===== src/hw/rtl/lsbse_pkg.sv =====
package lsbse_pkg;

    localparam int PIXEL_INDEX_BITS_DEF = 24;
    localparam int MSG_LENGTH_BITS_DEF  = 16;

    localparam int PIXEL_COUNT_W = 25;
    localparam int MSG_LEN_W     = 16;
    localparam int CFG_DATA_W    = 25;
    localparam int CFG_INDEX_W   = 2;

    localparam logic [7:0] MARK_MASK  = 8'b1111_1000;
    localparam logic [7:0] MARK_VALUE = 8'b1010_0000;

    localparam logic MODE_EMBED   = 1'b0;
    localparam logic MODE_EXTRACT = 1'b1;

    typedef enum logic [CFG_INDEX_W-1:0] {
        CFG_MODE        = 2'd0,
        CFG_PIXEL_COUNT = 2'd1,
        CFG_MSG_LENGTH  = 2'd2
    } cfg_idx_t;

    typedef enum logic [2:0] {
        ST_OK        = 3'd0,
        ST_MARKED    = 3'd1,
        ST_TOO_LONG  = 3'd2,
        ST_NO_MARKER = 3'd3,
        ST_NO_TERM   = 3'd4
    } status_t;

    typedef enum logic [1:0] {
        CH_RED,
        CH_GREEN,
        CH_BLUE
    } chan_t;

    typedef struct packed {
        logic                     mode;
        logic [PIXEL_COUNT_W-1:0] pixel_count;
        logic [MSG_LEN_W-1:0]     message_length;
    } cfg_t;

    typedef struct packed {
        logic       first_pixel;
        logic [7:0] red;
        logic [7:0] green;
        logic [7:0] blue;
        logic [7:0] msg_char;
    } pix_t;

    typedef struct packed {
        logic [7:0] red;
        logic [7:0] green;
        logic [7:0] blue;
        logic [7:0] char_out;
        logic       char_valid;
        status_t    status;
        logic       image_last;
    } result_t;

endpackage


===== src/hw/rtl/lsbse_cfg.sv =====
module lsbse_cfg
(
    input  logic                                clk,
    input  logic                                rst_n,
    input  logic                                cfg_we,
    input  logic [lsbse_pkg::CFG_INDEX_W-1:0]   cfg_index,
    input  logic [lsbse_pkg::CFG_DATA_W-1:0]    cfg_data,
    output lsbse_pkg::cfg_t                     cfg
);
    import lsbse_pkg::*;

    cfg_t cfg_reg;
    cfg_t cfg_next;

    always_comb
    begin
        cfg_next = cfg_reg;
        if (cfg_we)
        begin
            unique case (cfg_idx_t'(cfg_index))
                CFG_MODE:        cfg_next.mode           = cfg_data[0];
                CFG_PIXEL_COUNT: cfg_next.pixel_count    = cfg_data[PIXEL_COUNT_W-1:0];
                CFG_MSG_LENGTH:  cfg_next.message_length = cfg_data[MSG_LEN_W-1:0];
                default:         cfg_next = cfg_reg;
            endcase
        end
    end

    always_ff @(posedge clk or negedge rst_n)
    begin
        if (!rst_n)
        begin
            cfg_reg.mode           <= MODE_EMBED;
            cfg_reg.pixel_count    <= PIXEL_COUNT_W'(1);
            cfg_reg.message_length <= '0;
        end
        else
        begin
            cfg_reg <= cfg_next;
        end
    end

    assign cfg = cfg_reg;

endmodule


===== src/hw/rtl/lsbse_engine.sv =====
module lsbse_engine
#(
    parameter int PIXEL_INDEX_BITS = lsbse_pkg::PIXEL_INDEX_BITS_DEF,
    parameter int MSG_LENGTH_BITS  = lsbse_pkg::MSG_LENGTH_BITS_DEF
)
(
    input  logic                clk,
    input  logic                rst_n,
    input  logic                take,
    input  lsbse_pkg::cfg_t     cfg,
    input  lsbse_pkg::pix_t     pix,
    output lsbse_pkg::result_t  res
);
    import lsbse_pkg::*;

    localparam int PW  = PIXEL_INDEX_BITS;
    localparam int CW  = (PW + 1 > PIXEL_COUNT_W) ? PW + 1 : PIXEL_COUNT_W;
    localparam int XW  = (PW > MSG_LEN_W + 4) ? PW : MSG_LEN_W + 4;
    localparam int CDW = (MSG_LENGTH_BITS > MSG_LEN_W) ? MSG_LENGTH_BITS : MSG_LEN_W;
    localparam logic [CDW-1:0] CHARS_MAX = {CDW{1'b1}} >> (CDW - MSG_LENGTH_BITS);
    localparam logic [CW-1:0]  COUNT_LIM = CW'(1) << PW;

    logic [PW-1:0]  idx_reg,    idx_next;
    logic [2:0]     mod6_reg,   mod6_next;
    logic [2:0]     bp_reg,     bp_next;
    logic [7:0]     shift_reg,  shift_next;
    logic [CDW-1:0] cd_reg,     cd_next;
    status_t        status_reg, status_next;
    logic           fin_reg,    fin_next;
    logic           over_reg,   over_next;

    logic [PW-1:0]  s_idx;
    logic [2:0]     s_mod6;
    logic [2:0]     s_bp;
    logic [7:0]     s_shift;
    logic [CDW-1:0] s_cd;
    status_t        s_status;
    logic           s_fin;
    logic           s_over;

    logic [CW-1:0]  pc_ext;
    logic [CW-1:0]  last_full;
    logic [PW-1:0]  last_idx;
    logic [XW-1:0]  need_bits;
    logic           too_long;
    logic           marked;
    logic           is_last;
    logic           more_chars;
    chan_t          chan;
    logic           chan_lsb;
    logic [7:0]     shift_src;
    logic [7:0]     ext_shift;
    logic           emb_bit;

    // Last pixel index and capacity from the current configuration
    always_comb
    begin
        pc_ext = CW'(cfg.pixel_count);
        if (pc_ext == '0)
            last_full = '0;
        else if (pc_ext > COUNT_LIM)
            last_full = COUNT_LIM - CW'(1);
        else
            last_full = pc_ext - CW'(1);
        last_idx  = last_full[PW-1:0];
        need_bits = XW'({XW'(cfg.message_length) + XW'(1), 3'b000});
        too_long  = need_bits > XW'(last_idx);
    end

    always_comb
    begin
        // A first pixel restarts the job before anything else
        if (pix.first_pixel)
        begin
            s_idx    = '0;
            s_mod6   = '0;
            s_bp     = '0;
            s_shift  = '0;
            s_cd     = '0;
            s_status = ST_OK;
            s_fin    = 1'b0;
            s_over   = 1'b0;
        end
        else
        begin
            s_idx    = idx_reg;
            s_mod6   = mod6_reg;
            s_bp     = bp_reg;
            s_shift  = shift_reg;
            s_cd     = cd_reg;
            s_status = status_reg;
            s_fin    = fin_reg;
            s_over   = over_reg;
        end

        idx_next    = s_idx;
        mod6_next   = s_mod6;
        bp_next     = s_bp;
        shift_next  = s_shift;
        cd_next     = s_cd;
        status_next = s_status;
        fin_next    = s_fin;
        over_next   = s_over;

        res.red        = pix.red;
        res.green      = pix.green;
        res.blue       = pix.blue;
        res.char_out   = '0;
        res.char_valid = 1'b0;
        res.image_last = 1'b0;

        marked  = (pix.red & MARK_MASK) == MARK_VALUE;
        is_last = s_idx == last_idx;

        if (!s_mod6[0])
            chan = CH_GREEN;
        else if (s_mod6 == 3'd3)
            chan = CH_BLUE;
        else
            chan = CH_RED;

        case (chan)
            CH_GREEN: chan_lsb = pix.green[0];
            CH_BLUE:  chan_lsb = pix.blue[0];
            default:  chan_lsb = pix.red[0];
        endcase

        more_chars = s_cd < CDW'(cfg.message_length);
        shift_src  = (s_bp == '0) ? (more_chars ? pix.msg_char : 8'h00) : s_shift;
        emb_bit    = shift_src[7];
        ext_shift  = {s_shift[6:0], chan_lsb};

        if (!s_over)
        begin
            res.image_last = is_last;
            if (s_idx == '0)
            begin
                if (cfg.mode == MODE_EMBED)
                begin
                    if (marked)
                        status_next = ST_MARKED;
                    else if (too_long)
                        status_next = ST_TOO_LONG;
                    else
                    begin
                        status_next = ST_OK;
                        res.red     = (pix.red & ~MARK_MASK) | MARK_VALUE;
                    end
                end
                else
                begin
                    status_next = marked ? ST_OK : ST_NO_MARKER;
                end
            end
            else if (s_status == ST_OK && !s_fin)
            begin
                bp_next = s_bp + 3'd1;
                if (cfg.mode == MODE_EMBED)
                begin
                    shift_next = {shift_src[6:0], 1'b0};
                    case (chan)
                        CH_GREEN: res.green = {pix.green[7:1], emb_bit};
                        CH_BLUE:  res.blue  = {pix.blue[7:1], emb_bit};
                        default:  res.red   = {pix.red[7:1], emb_bit};
                    endcase
                    if (s_bp == 3'd7)
                    begin
                        if (more_chars)
                            cd_next = s_cd + CDW'(1);
                        else
                            fin_next = 1'b1;
                    end
                end
                else
                begin
                    shift_next = ext_shift;
                    if (s_bp == 3'd7)
                    begin
                        if (ext_shift == 8'h00)
                            fin_next = 1'b1;
                        else
                        begin
                            res.char_out   = ext_shift;
                            res.char_valid = 1'b1;
                            if (s_cd < CHARS_MAX)
                                cd_next = s_cd + CDW'(1);
                        end
                    end
                end
            end

            if (is_last)
            begin
                if (cfg.mode == MODE_EXTRACT && status_next == ST_OK && !fin_next)
                    status_next = ST_NO_TERM;
                over_next = 1'b1;
            end
            else
            begin
                idx_next  = s_idx + PW'(1);
                mod6_next = (s_mod6 >= 3'd5) ? 3'd0 : s_mod6 + 3'd1;
            end
        end

        res.status = status_next;
    end

    always_ff @(posedge clk or negedge rst_n)
    begin
        if (!rst_n)
        begin
            idx_reg    <= '0;
            mod6_reg   <= '0;
            bp_reg     <= '0;
            shift_reg  <= '0;
            cd_reg     <= '0;
            status_reg <= ST_OK;
            fin_reg    <= 1'b0;
            over_reg   <= 1'b0;
        end
        else if (take)
        begin
            idx_reg    <= idx_next;
            mod6_reg   <= mod6_next;
            bp_reg     <= bp_next;
            shift_reg  <= shift_next;
            cd_reg     <= cd_next;
            status_reg <= status_next;
            fin_reg    <= fin_next;
            over_reg   <= over_next;
        end
    end

endmodule


===== src/hw/rtl/lsb_stego_embed_extract_core.sv =====
// An accepted pixel word's result is registered and shows in the next cycle; one pixel
// per cycle is taken unless a stalled word waits. The per-image counters update in
// the accept cycle, and the result register takes a new word whenever it is empty
// or being drained. Reset (rst_n low, asynchronous): result register empty, job state
// cleared to pixel 0 with status ok, mode embed, pixel_count 1, message_length 0.
module lsb_stego_embed_extract_core
#(
    parameter int PIXEL_INDEX_BITS = lsbse_pkg::PIXEL_INDEX_BITS_DEF,
    parameter int MSG_LENGTH_BITS  = lsbse_pkg::MSG_LENGTH_BITS_DEF
)
(
    input  logic                                clk,
    input  logic                                rst_n,
    input  logic                                cfg_we,
    input  logic [lsbse_pkg::CFG_INDEX_W-1:0]   cfg_index,
    input  logic [lsbse_pkg::CFG_DATA_W-1:0]    cfg_data,
    input  logic                                in_valid,
    output logic                                in_stall,
    input  logic [7:0]                          red,
    input  logic [7:0]                          green,
    input  logic [7:0]                          blue,
    input  logic                                first_pixel,
    input  logic [7:0]                          msg_char,
    output logic                                out_valid,
    input  logic                                out_stall,
    output logic [7:0]                          red_out,
    output logic [7:0]                          green_out,
    output logic [7:0]                          blue_out,
    output logic [7:0]                          char_out,
    output logic                                char_valid,
    output logic [2:0]                          status,
    output logic                                image_last
);
    import lsbse_pkg::*;

    cfg_t    cfg;
    pix_t    pix;
    result_t res;
    result_t res_reg;
    logic    out_valid_reg;
    logic    out_valid_next;
    logic    take;

    assign in_stall = out_valid_reg & out_stall;
    assign take     = in_valid & ~in_stall;

    assign pix.first_pixel = first_pixel;
    assign pix.red         = red;
    assign pix.green       = green;
    assign pix.blue        = blue;
    assign pix.msg_char    = msg_char;

    lsbse_cfg u_cfg
    (
        .clk       (clk),
        .rst_n     (rst_n),
        .cfg_we    (cfg_we),
        .cfg_index (cfg_index),
        .cfg_data  (cfg_data),
        .cfg       (cfg)
    );

    lsbse_engine
    #(
        .PIXEL_INDEX_BITS (PIXEL_INDEX_BITS),
        .MSG_LENGTH_BITS  (MSG_LENGTH_BITS)
    )
    u_engine
    (
        .clk   (clk),
        .rst_n (rst_n),
        .take  (take),
        .cfg   (cfg),
        .pix   (pix),
        .res   (res)
    );

    // Hold the word while the sink stalls, refill on every accepted pixel
    assign out_valid_next = take | (out_valid_reg & out_stall);

    always_ff @(posedge clk or negedge rst_n)
    begin
        if (!rst_n)
            out_valid_reg <= 1'b0;
        else
            out_valid_reg <= out_valid_next;
    end

    always_ff @(posedge clk)
    begin
        if (take)
            res_reg <= res;
    end

    assign out_valid  = out_valid_reg;
    assign red_out    = res_reg.red;
    assign green_out  = res_reg.green;
    assign blue_out   = res_reg.blue;
    assign char_out   = res_reg.char_out;
    assign char_valid = res_reg.char_valid;
    assign status     = res_reg.status;
    assign image_last = res_reg.image_last;

endmodule


===== config.mk =====
export PLATFORM = sky130hd
export DESIGN_NAME = lsb_stego_embed_extract_core
export DESIGN_NICKNAME = d
export VERILOG_FILES = /design/src/hw/rtl/lsbse_pkg.sv /design/src/hw/rtl/lsbse_cfg.sv /design/src/hw/rtl/lsbse_engine.sv /design/src/hw/rtl/lsb_stego_embed_extract_core.sv
export SDC_FILE = /design/constraint.sdc
export NUM_CORES = 1
export LEC_CHECK = 0
export BUFFER_PORTS_ARGS = -buffer_cell sky130_fd_sc_hd__buf_2
export CAP_MARGIN = 30
export CELL_PAD_IN_SITES_DETAIL_PLACEMENT = 1
export CELL_PAD_IN_SITES_GLOBAL_PLACEMENT = 1
export CORE_ASPECT_RATIO = 1.4
export CORE_MARGIN = 5
export CORE_UTILIZATION = 30
export DETAILED_ROUTE_END_ITERATION = 10
export PLACE_DENSITY = 0.67
export SLEW_MARGIN = 15
export SYNTH_ARGS = -nofsm -noshare
export SYNTH_HDL_FRONTEND = slang
export SYNTH_SLANG_ARGS = --single-unit
export TNS_END_PERCENT = 10

===== constraint.sdc =====
create_clock -name clk -period 10.9 [get_ports clk]
set_input_delay 1.09 -clock clk [delete_from_list [all_inputs] [get_ports clk]]
set_output_delay 1.09 -clock clk [all_outputs]
set_load 0.05 [all_outputs]

Yosys cells after proc, flatten, opt, wreduce, memory -nomap -nowiden:

Cells that the tools add are included.
W data, S select, Z words.

* add/sub/neg operators: 6
* magnitude comparators: 5
* eq/ne operators: 8
* multiplexer cells: 70
* bitwise gates (word level): 7
* reductions and logical operators: 18

Operator list (number)
* $mux W16: 10
* $mux W24: 5
* $mux W8: 11
* $mux W3: 16
* $mux W33: 1
* $mux W9: 3
* $mux W26: 1
* $gt A25 B25 Y1 const B: 1
* $logic_not A25 Y1: 1
* $mux W25: 1
* $add A24 B1 Y24 const B: 1
* $eq A24 B24 Y1: 1
* $gt A24 B24 Y1: 1
* $logic_not A24 Y1: 1
* $sub A24 B1 Y24 const B: 1
* $add A16 B1 Y17 const B: 1
* $mux W17: 1
* $add A16 B1 Y16 const B: 1
* $lt A16 B16 Y1: 1
* $lt A16 B16 Y1 const B: 1
* $mux W1: 16
* $logic_not A3 Y1: 3
* $logic_not A8 Y1: 1
* $mux W2: 4
* other kinds (18): 30

* register bits after elaboration: 139
* input port bits: 65
* output and inout port bits: 39

Logic depth before layout (Yosys ltp):

Gate-level depths: netlist of the first run.

* depth in word-level cells: 18
* gate-level depth with buffers: 21
* gate-level depth less buffers: 19

Modules after synthesis:

From an unflattened synthesis of the first run, not the netlist that was laid out.

* cells, all modules: 1009
* area total of the unflattened synthesis: 9476.6 um^2

Modules (own cells, without submodules)
* lsbse_engine: instances 1, cells each 878, area an instance 6633.9 um^2, seq. area each 1476.4 um^2
* lsbse_cfg: instances 1, cells each 90, area an instance 1681.6 um^2, seq. area each 1052.3 um^2
* lsb_stego_embed_extract_core: instances 1, cells each 41, area an instance 1161.1 um^2, seq. area each 1136.1 um^2

Worst setup path after synthesis of the first run:

No wires, ideal clock.

* path kind: in2reg
* start point: in first_pixel
* end point: reg u_engine.cd_reg[6]
* arrival: 5.474 ns
* data required time: 10.820 ns
* path slack: 5.346 ns
* stages: 19
* cell sequence: clkbuf_1 -> clkbuf_1 -> buf_1 -> clkbuf_1 -> buf_1 -> buf_1 -> nor2_1 -> ha_1 -> nor2b_1 -> o21ai_0 -> nand2_1 -> a211oi_1 -> a21oi_1 -> o21a_1 -> o41ai_1 -> and2_0 -> clkbuf_1 -> nor4b_1 -> xnor2_1

* longest elaborated chain between the ends: 13
* elaborated cells on any way between the ends: 32

Ends and longest elaborated chain
* start: declaration: RTL line lsb_stego_embed_extract_core.sv:22 `input logic first_pixel,`
* $mux W3: RTL line lsbse_engine.sv:73 `if (pix.first_pixel)`
* $eq A3 B2 Y1: RTL line lsbse_engine.sv:117 `else if (s_mod6 == 3'd3)`
* $mux W2: RTL line lsbse_engine.sv:117
* $mux W2: RTL line lsbse_engine.sv:115 `if (!s_mod6[0])`
* $eq A2 B2 Y1 or $eq A2 B1 Y1 (tied branches): RTL line lsbse_engine.sv:122 `case (chan)`
* $pmux W1 S2: RTL line lsbse_engine.sv:122
* $logic_not A8 Y1: RTL line lsbse_engine.sv:179 `if (ext_shift == 8'h00)`
* $mux W16: RTL line lsbse_engine.sv:179
* $mux W16: RTL line lsbse_engine.sv:177 `if (s_bp == 3'd7)`
* $mux W16: RTL line lsbse_engine.sv:158 `if (cfg.mode == MODE_EMBED)`
* $mux W16: RTL line lsbse_engine.sv:155 `else if (s_status == ST_OK && !s_fin)`
* $mux W16: RTL line lsbse_engine.sv:136 `if (s_idx == '0)`
* $mux W16 *: RTL line lsbse_engine.sv:133 `if (!s_over)`
* end signal: assignment: RTL line lsbse_engine.sv:227 `cd_reg <= cd_next;`
* end: declaration: RTL line lsbse_engine.sv:27 `logic [CDW-1:0] cd_reg, cd_next;`

Mark *: on every way between the ends. The rest lies on a longest branch, timed or not.
A chain may end at the register's enable or synchronous reset.

==> results.json, run 1 <==
{
  "status": "finished, final reports clean",
  "start_kind": "flip-flop",
  "synth_cell_type_count": 87,
  "crit_required_ps": 11060,
  "hold-path-endpoint": "u_engine.cd_reg[12]$_DFFE_PN0P_",
  "die_width_um": 162,
  "grt_overflow": 0,
  "fmax_ghz": 0.193,
  "slew_headroom_pct": 39.0,
  "post-route-util_pct": 34.9,
  "ys.flop_type": "dfrtp_1",
  "cts_tree": "done",
  "cp-end-kind": "flip-flop",
  "synth_common_cells": "nand2_1, dfrtp_1, nor2_1",
  "netlist.area_leader.share_pct": 26.0,
  "clock-skew-final_ps": 14.0,
  "groute.layer.met2.usage_pct": 31.1,
  "period_share_pct": 47.5,
  "synth_top_cells_by_area": "dfrtp_1, edfxtp_1, ha_1",
  "gr-usage-met1_pct": 21.0,
  "ir_drop_mv": 0.0789,
  "clock-sinks": 139,
  "ctsLongestPathBuffers": 2,
  "numCtsBuffers": 17,
  "synth_edf_count": 37,
  "hold_violations": 0,
  "post_cts_resize_count": 0,
  "clock_latency_ps": 450,
  "report.final.slew_viol_count": 0,
  "hp-class": "flip-flop to flip-flop",
  "routed-via-count": 8717,
  "setup_viol": 0,
  "synth.avg_cell_area_um2": 9.06,
  "rr_worst_depth": 15,
  "routed_via_density": 5.55,
  "grt_usage_pct": 17.6,
  "synth_top_cell_by_area": "dfrtp_1",
  "syn2layout_area_growth_pct": 15.6,
  "grt_pass1_vias": 9066,
  "postSynth.asyncResetShare_pct": 73.4,
  "grt_pass1_wl_um": 50600,
  "n_antenna_cell": 0,
  "netlist_instances": 1074,
  "largest_register_ff_count": 42,
  "core-area_um2": 32200,
  "core.rowCount": 78,
  "hold_start": "u_engine.cd_reg[12]$_DFFE_PN0P_",
  "drive_gt1_share_pct": 19.2,
  "top_usage_layer": "met2",
  "rr_endpoint": "red_out[3]$_DFFE_PP_",
  "ant_nets": 0,
  "syn_area_um2": 9730,
  "hpwl_um": 24500,
  "worstSetupPathType": "flip-flop to flip-flop",
  "portBuffers": 103,
  "root_buffer": "clkbuf_16",
  "ys_warn_count": 0,
  "grt_max_degree": 64,
  "first_pass_iters": 5,
  "cp_max_fo": 12,
  "min_delay_path_depth": 1,
  "wire_per_inst_um": 20.3,
  "rsz0062_at_grt": "no",
  "drc": 0,
  "wl_um": 31900,
  "p_leak_nw": 4.65,
  "fin_crit_ps": 5170,
  "post_cts_buffers": 0,
  "fp.dieH_um": 223,
  "worstPathArrival_ps": 5340,
  "clk_pin_slew_ps": 70,
  "place_congestion": 0.923,
  "nets": 1267,
  "die_area_um2": 36200,
  "yosysMostFrequentCell": "nand2_1",
  "syn-num-nets": 1183,
  "r2r_setup_slack_ps": 5730,
  "power_w": 0.00181,
  "tns_ps": 0,
  "antenna_found_initial": 0,
  "worst_pin_slew_ps": 906,
  "power.density_nw_per_um2": 161,
  "maxCapViolations": 0,
  "whs_ps": 520,
  "start_util_pct": 30.2,
  "r2r-start": "u_cfg.cfg[35]$_DFFE_PN0P_",
  "use_met3_pct": 2.61,
  "ys_seq_elements": 139,
  "seq_area_frac_synth_pct": 37.7,
  "postCtsHoldBufs": 0,
  "cts_max_level": 4,
  "drt-initial-drc-count": 458,
  "io_pins": 104
}
## through the flow
step | instance area [um^2] | setup WS [ps] | std cells
6_report | 11300 | 5730 | 1571
4_1_cts | 11200 | 5730 | 1570
3_3_place_gp | 10600 | 5820 | 1537
3_5_place_dp | 10600 | 5750 | 1538
5_1_grt | 11300 | 5260 | 1571
2_1_floorplan | 9730 | 5350 | 1074
## area by class of cell
class / count / area, um^2
inverter: 49 / 184
clock buffer: 18 / 439
multi-input combinational: 833 / 5670
timing repair buffer: 118 / 648
tap: 400 / 500
sequential: 139 / 3660
fill: 3773 / 21000
clock inverter: 14 / 149
## critical path, stage by stage (launching register included)
cell and delay (ps):
dfrtp_1 400, or4_1 650, or3_4 470, or4_1 710
and2_4 250, nor2_1 110, ha_1 250, a21o_1 190
a21o_1 170, a221o_1 330, a2bb2oi_1 130, a21oi_1 90
a211oi_1 260, nor3_1 160, nor4_1 610, nor2b_1 100
## power by group
part / total (W) / leakage (nW) / internal, W / switching [W]
Combinational: 0.000529 / 2.71 / 0.000203 / 0.000326
Clock: 0.000595 / 0.281 / 0.000329 / 0.000267
Sequential: 0.000689 / 1.66 / 0.000602 / 0.0000874
## how the worst max path moves through the flow
| stage | to | from | depth (start not counted) | slack [ps] |
|---|---|---|---|---|
| final | red_out[3]$_DFFE_PP_ | u_cfg.cfg[35]$_DFFE_PN0P_ | 15 | 5730 |
| after global routing | red_out[6]$_DFFE_PP_ | u_cfg.cfg[28]$_DFFE_PN0P_ | 15 | 5260 |
| after CTS | red_out[6]$_DFFE_PP_ | u_cfg.cfg[35]$_DFFE_PN0P_ | 15 | 5730 |
| after detailed placement | red_out[6]$_DFFE_PP_ | u_cfg.cfg[35]$_DFFE_PN0P_ | 15 | 5750 |
| after global placement | u_engine.status_reg[2]$_DFFE_PN0P_ | u_cfg.cfg[35]$_DFFE_PN0P_ | 17 | 5820 |
| after floorplan | u_engine.cd_reg[6]$_DFFE_PN0P_ | first_pixel | 19 | 5350 |
## cell usage in the layout, fill, tap and decap left out, types with 37 or more instances in the layout
| cell type | count |
|---|---|
| nor3_1 | 40 |
| mux2_2 | 47 |
| inv_1 | 47 |
| edfxtp_1 | 37 |
| xnor2_1 | 40 |
| ha_1 | 44 |
| nand3_1 | 45 |
| o21ai_0 | 39 |
| buf_2 | 103 |
| nor2_1 | 81 |
| nand2_1 | 111 |
| dfrtp_1 | 101 |
## per-layer routing
metal | vias to the layer above | wire length [um] | part of all wire, %
met5 | - | 0 | 0
met4 | 0 | 1190 | 3.7
met3 | 63 | 1090 | 3.4
met2 | 204 | 16200 | 51
met1 | 4317 | 13400 | 42
li1 | 4133 | - | -
## kinds of logic (layout without fill, tap and decap cells)
family                     count (synthesis)  in the layout  synth area share, %
DFF                                      139            139                 37.7
and+or+nand+nor                          469            469                 25.7
adders and majority gates                 45             45                 5.76
AOI/OAI and AO/OA                        206            206                 15.1
buffers and inverters                    102            199                 4.18
muxes                                     53             53                 6.06
xor gates and xnor gates                  60             60                 5.54
Note: power is estimated with default switching activity, not from simulation.
==> inputs of run 2 (changes only) <==
- PLACE_DENSITY: 0.67 -> 0.69
- clock period: 10.9 -> 4.6 ns (I/O delays scaled with it)
==> run 2 against run 1 <==
Against the previous run:
- worst setup slack worse by 5700 ps
- clock power grew 130%
- first-iteration DRC count decreased by 14%
- routed wire length rose by 4.9%
- fmax rose by 14%
- clock skew shrank 2.2 ps
- design area grew 6.2%
- critical path type unchanged
- largest power group unchanged
- highest routed layer unchanged
==> results.json, run 2 (synthesized netlist as in run 1, its figures left out) <==
{
  "portBuffers": 103,
  "root_buffer": "clkbuf_16",
  "cp_max_fo": 2,
  "first_pass_iters": 5,
  "worstPathArrival_ps": 4880,
  "slew_headroom_pct": 39.1,
  "cp-end-kind": "flip-flop",
  "period_share_pct": 98.4,
  "setup_slack_ps": 73.0,
  "report.final.slew_viol_count": 0,
  "start_util_pct": 30.2,
  "postCtsHoldBufs": 0,
  "die_area_um2": 36200,
  "antenna_found_initial": 0,
  "cts_max_level": 4,
  "power_w": 0.00448,
  "start_kind": "flip-flop",
  "core.rowCount": 78,
  "status": "finished, final reports clean",
  "maxCapViolations": 0,
  "n_antenna_cell": 0,
  "grt_pass1_vias": 9628,
  "mostFrequentLayoutCell": "nand2_1",
  "crit_required_ps": 4950,
  "ir_drop_mv": 0.218,
  "hpwl_um": 26300,
  "clock-sinks": 139,
  "cts_tree": "done",
  "power.density_nw_per_um2": 375,
  "ant_nets": 0,
  "grt_pass1_wl_um": 52900,
  "final_cell_mix": "nand2_1, buf_2, dfrtp_1",
  "tns_ps": 0,
  "syn2layout_area_growth_pct": 22.8,
  "largest_register_ff_count": 42,
  "worstSetupPathType": "flip-flop to flip-flop",
  "nets": 1347,
  "routed_via_density": 5.48,
  "setup_viol": 0,
  "nFillCells": 3777,
  "drc": 0,
  "wire_per_inst_um": 20.3,
  "place_congestion": 0.893,
  "worst_pin_slew_ps": 911,
  "wl_um": 33500,
  "fin_crit_ps": 4530,
  "die_width_um": 162,
  "fp.dieH_um": 223,
  "io_pins": 104,
  "grt_usage_pct": 18.5,
  "p_leak_nw": 5.07,
  "numCtsBuffers": 17,
  "clk_pin_slew_ps": 70,
  "rsz0062_at_grt": "no",
  "clock_latency_ps": 440,
  "hold_violations": 0,
  "hp-class": "primary input to async pin",
  "core-area_um2": 32200,
  "clock-skew-final_ps": 11.8,
  "fmax_ghz": 0.221,
  "drive_gt1_share_pct": 25.7,
  "routed-via-count": 9054,
  "grt_max_degree": 55,
  "place_ws_ps": -254,
  "ctsLongestPathBuffers": 2,
  "drt-initial-drc-count": 392,
  "grt_overflow": 0
}
[run 2: cell types whose count changed in the layout (fill, tap and decap cells not counted), moves of 2 or more]
cell,delta
o31ai_1,-2
or4_1,-2
buf_4,+80
a21oi_2,+2
or4_4,+2
a21oi_1,-2
clkinv_4,+3
[run 2: worst paths after layout]
kind | startpoint | endpoint | slack (ps) | cells after the start
min in group clk | blue[3] | blue_out[3]$_DFFE_PP_ | 190 | 1
worst min register to register | u_engine.cd_reg[14]$_DFFE_PN0P_ | u_engine.cd_reg[14]$_DFFE_PN0P_ | 510 | 2
worst max register to register | u_cfg.cfg[35]$_DFFE_PN0P_ | u_engine.status_reg[2]$_DFFE_PN0P_ | 70 | 17
max in group asynchronous | rst_n | u_cfg.cfg[16]$_DFFE_PN1P_ | 3730 | 2
worst min-delay path | rst_n | u_cfg.cfg[36]$_DFFE_PN0P_ | 80 | 1
worst max-delay path | u_cfg.cfg[35]$_DFFE_PN0P_ | u_engine.status_reg[2]$_DFFE_PN0P_ | 70 | 17
[run 2: area by class of cell]
cell class / count / area [um^2] / area share (%)
clock buffers: 19 / 443 / 3.71
clock inverters: 13 / 134 / 1.12
inverters: 49 / 184 / 1.54
multi-input cells: 833 / 5780 / 48.4
flip-flops and latches: 139 / 3660 / 30.7
well taps: 400 / 500 / 4.19
repair buffers: 198 / 1250 / 10.4
[run 2: critical path: stages, from the launching register on]
cell and delay (ps):
dfrtp_1 380, or4_4 540, or3_4 370, or4_4 420
and2_4 190, nor2_4 100, ha_4 210, a21o_1 180
a21o_1 170, a221o_1 370, a2bb2oi_2 180, a21oi_2 90
a211oi_2 270, nor3_2 100, nor2_1 160, o31ai_2 100
or3_4 420, o31ai_4 170
[run 2: report_power, final]
group          internal, W  leakage (nW)  switching, W
registers          0.00143          1.66      0.000172
clock network     0.000772         0.273      0.000608
logic             0.000622          3.13      0.000877
[run 2: repair_timing]
| action | 4_1_cts | 5_1_grt |
|---|---|---|
| buffers inserted | 3 | 0 |
| gates resized for setup | 8 | 12 |
| hold endpoints to repair | 0 | 0 |
| setup endpoints to repair | 9 | 17 |
| pin swaps | 8 | 11 |
| gates cloned | 0 | 0 |
[run 2: per-stage QoR]
stage	util, %	instances	hold slack (ps)	area [um^2]
after global placement	34.9	1616	487	11300
after floorplan	-	1074	164	9750
after global routing	37.1	1651	132	12000
after CTS	36.9	1651	106	11900
final	37.1	1651	76.7	12000
after detailed placement	35.0	1617	495	11300
[run 2: layer usage]
| layer | routed length (um) | global-route usage [%] |
|---|---|---|
| met1 | 14000 | 21.5 |
| met2 | 17300 | 33.4 |
| met5 | 0 | 0 |
| met4 | 1100 | 7.78 |
| met3 | 1070 | 2.99 |
==> inputs of run 3 (changes only) <==
- CORE_MARGIN: 5 -> 2
==> run 3 against run 2 <==
Against the previous run:
- register-to-register slack better by 90 ps
- via count down 0.21%
- hold slack better by 14 ps
- critical path type unchanged
- critical endpoint unchanged
- largest power group unchanged
==> results.json, run 3 (synthesized netlist as in run 1, its figures left out) <==
{
  "hold_violations": 0,
  "p_leak_nw": 5.09,
  "numCtsBuffers": 17,
  "clock-skew-final_ps": 8.97,
  "grt_max_degree": 103,
  "first_pass_iters": 5,
  "cp-end-kind": "flip-flop",
  "root_buffer": "clkbuf_16",
  "setup_viol": 0,
  "mostFrequentLayoutCell": "nand2_1",
  "die_area_um2": 33900,
  "clock_latency_ps": 440,
  "ant_nets": 0,
  "ir_drop_mv": 0.202,
  "dp_cells": 1613,
  "n_antenna_cell": 0,
  "grt_usage_pct": 19.7,
  "core.rowCount": 78,
  "drive_gt1_share_pct": 25.7,
  "register_area_um2": 3660,
  "core-area_um2": 32200,
  "fin_crit_ps": 4440,
  "status": "finished, final reports clean",
  "start_util_pct": 30.2,
  "cts_tree": "done",
  "rr_worst_depth": 18,
  "fp.dieH_um": 217,
  "ctsLongestPathBuffers": 2,
  "wl_um": 32900,
  "maxCapViolations": 0,
  "placed_area_um2": 11200,
  "routed_via_density": 5.47,
  "largest_register_ff_count": 42,
  "crit_family": "simple AND/OR/NAND/NOR gates",
  "slew_headroom_pct": 47.1,
  "hpwl_um": 25400,
  "post-route-util_pct": 37.2,
  "crit_chain": "or4_4, or3_4, or4_4, and2_4, nor2_4, ha_4, a21o_1, a21o_1, a221o_1, a2bb2oi_2, a21oi_2, a211oi_2, buf_4, nor3_4, nor2_2, o31ai_2, or3_4, o31ai_2",
  "final_cell_mix": "nand2_1, buf_2, dfrtp_1",
  "routed-via-count": 9035,
  "portBuffers": 103,
  "place_congestion": 0.926,
  "syn2layout_area_growth_pct": 23.3,
  "grt_overflow": 0,
  "drc": 0,
  "start_kind": "flip-flop",
  "wire_per_inst_um": 19.9,
  "critPathMaxStageDelay_ps": 540,
  "cts_max_level": 4,
  "io_pins": 104,
  "crit_slowest_cell": "or4_4",
  "final_cell_area_um2": 12000,
  "power.density_nw_per_um2": 380,
  "rr_endpoint": "u_engine.status_reg[2]$_DFFE_PN0P_",
  "worst_pin_slew_ps": 794,
  "nets": 1347,
  "clock-sinks": 139,
  "path_buf_inv": 1,
  "hp-class": "primary input to async pin",
  "crit_required_ps": 4950,
  "nFillCells": 3784,
  "antenna_found_initial": 0,
  "worstPathArrival_ps": 4790,
  "clk_pin_slew_ps": 70,
  "multi_input_area_um2": 5770,
  "whs_ps": 90.6,
  "period_share_pct": 96.5,
  "r2r-start": "u_cfg.cfg[32]$_DFFE_PN0P_",
  "die_width_um": 156,
  "drt-initial-drc-count": 424,
  "postCtsHoldBufs": 0,
  "grt_pass1_vias": 9420,
  "grt_pass1_wl_um": 51800,
  "r2r_setup_slack_ps": 160,
  "final_cells": 1651,
  "cp_max_fo": 2,
  "fmax_ghz": 0.225,
  "worstSetupPathType": "flip-flop to flip-flop",
  "report.final.slew_viol_count": 0
}
[run 3: cell count changes in the layout (fill, tap and decap cells not counted), moves of 2 or more]
cell	delta
buf_4	-3
buf_6	+2
bufinv_16	+2
nor2_1	-2
nor2_2	+2
[run 3: cell type report]
type | instances | area share, %
Multi-Input combinational cell | 833 | 48.1
Timing Repair Buffer | 198 | 10.5
Sequential cell | 139 | 30.6
Clock inverter | 14 | 1.54
Tap cell | 400 | 4.17
Clock buffer | 18 | 3.58
Inverter | 49 | 1.53
[run 3: what timing repair did]
| action | 4_1_cts | 5_1_grt |
|---|---|---|
| gates cloned | 0 | 0 |
| pin swaps | 2 | 20 |
| setup buffers | 0 | 5 |
| endpoints found under the hold margin | 0 | 0 |
| endpoints found under the setup margin | 5 | 13 |
| resized for setup | 2 | 20 |
[run 3: worst max-delay path by stage]
stage | startpoint | cells past startpoint | slack [ps] | to
after floorplan | first_pixel | 19 | 20 | u_engine.cd_reg[6]$_DFFE_PN0P_
final | u_cfg.cfg[32]$_DFFE_PN0P_ | 18 | 160 | u_engine.status_reg[2]$_DFFE_PN0P_
after global placement | u_cfg.cfg[35]$_DFFE_PN0P_ | 18 | -70 | u_engine.status_reg[2]$_DFFE_PN0P_
after CTS | u_cfg.cfg[35]$_DFFE_PN0P_ | 18 | 6 | u_engine.status_reg[2]$_DFFE_PN0P_
after detailed placement | u_cfg.cfg[35]$_DFFE_PN0P_ | 18 | -140 | u_engine.status_reg[2]$_DFFE_PN0P_
after global routing | u_cfg.cfg[32]$_DFFE_PN0P_ | 18 | -30 | u_engine.status_reg[2]$_DFFE_PN0P_
[run 3: metal layers]
layer | GRT usage [%] | vias up | part of all wire [%]
li1 | - | 4284 | -
met1 | 23.0 | 4499 | 41
met2 | 35.8 | 195 | 53
met3 | 2.77 | 57 | 3.0
met4 | 8.01 | 0 | 3.0
met5 | 0 | - | 0
[run 3: where the power goes]
group	internal [W]	total (W)	switching [W]
Sequential	0.00143	0.00160	0.000175
Clock	0.000868	0.00147	0.000606
Combinational	0.000614	0.00148	0.000864
[run 3: stage by stage]
step | setup slack (ps) | total power (W) | TNS (ps)
3_5_place_dp | -137 | 0.00305 | -258
5_1_grt | -29.9 | 0.00479 | -50.3
4_1_cts | 5.89 | 0.00454 | 0
2_1_floorplan | 17.9 | 0.00248 | 0
6_report | 162 | 0.00455 | 0
3_3_place_gp | -68.5 | 0.00300 | -116
[run 3: worst register-to-register path, stage by stage (launching register included)]
cell and delay, ps:
dfrtp_1 380, or4_4 540, or3_4 410, or4_4 500, and2_4 170, nor2_4 100, ha_4 210, a21o_1 150
a21o_1 170, a221o_1 330, a2bb2oi_2 150, a21oi_2 70, a211oi_2 190, buf_4 160, nor3_4 50, nor2_2 100
o31ai_2 100, or3_4 400, o31ai_2 170
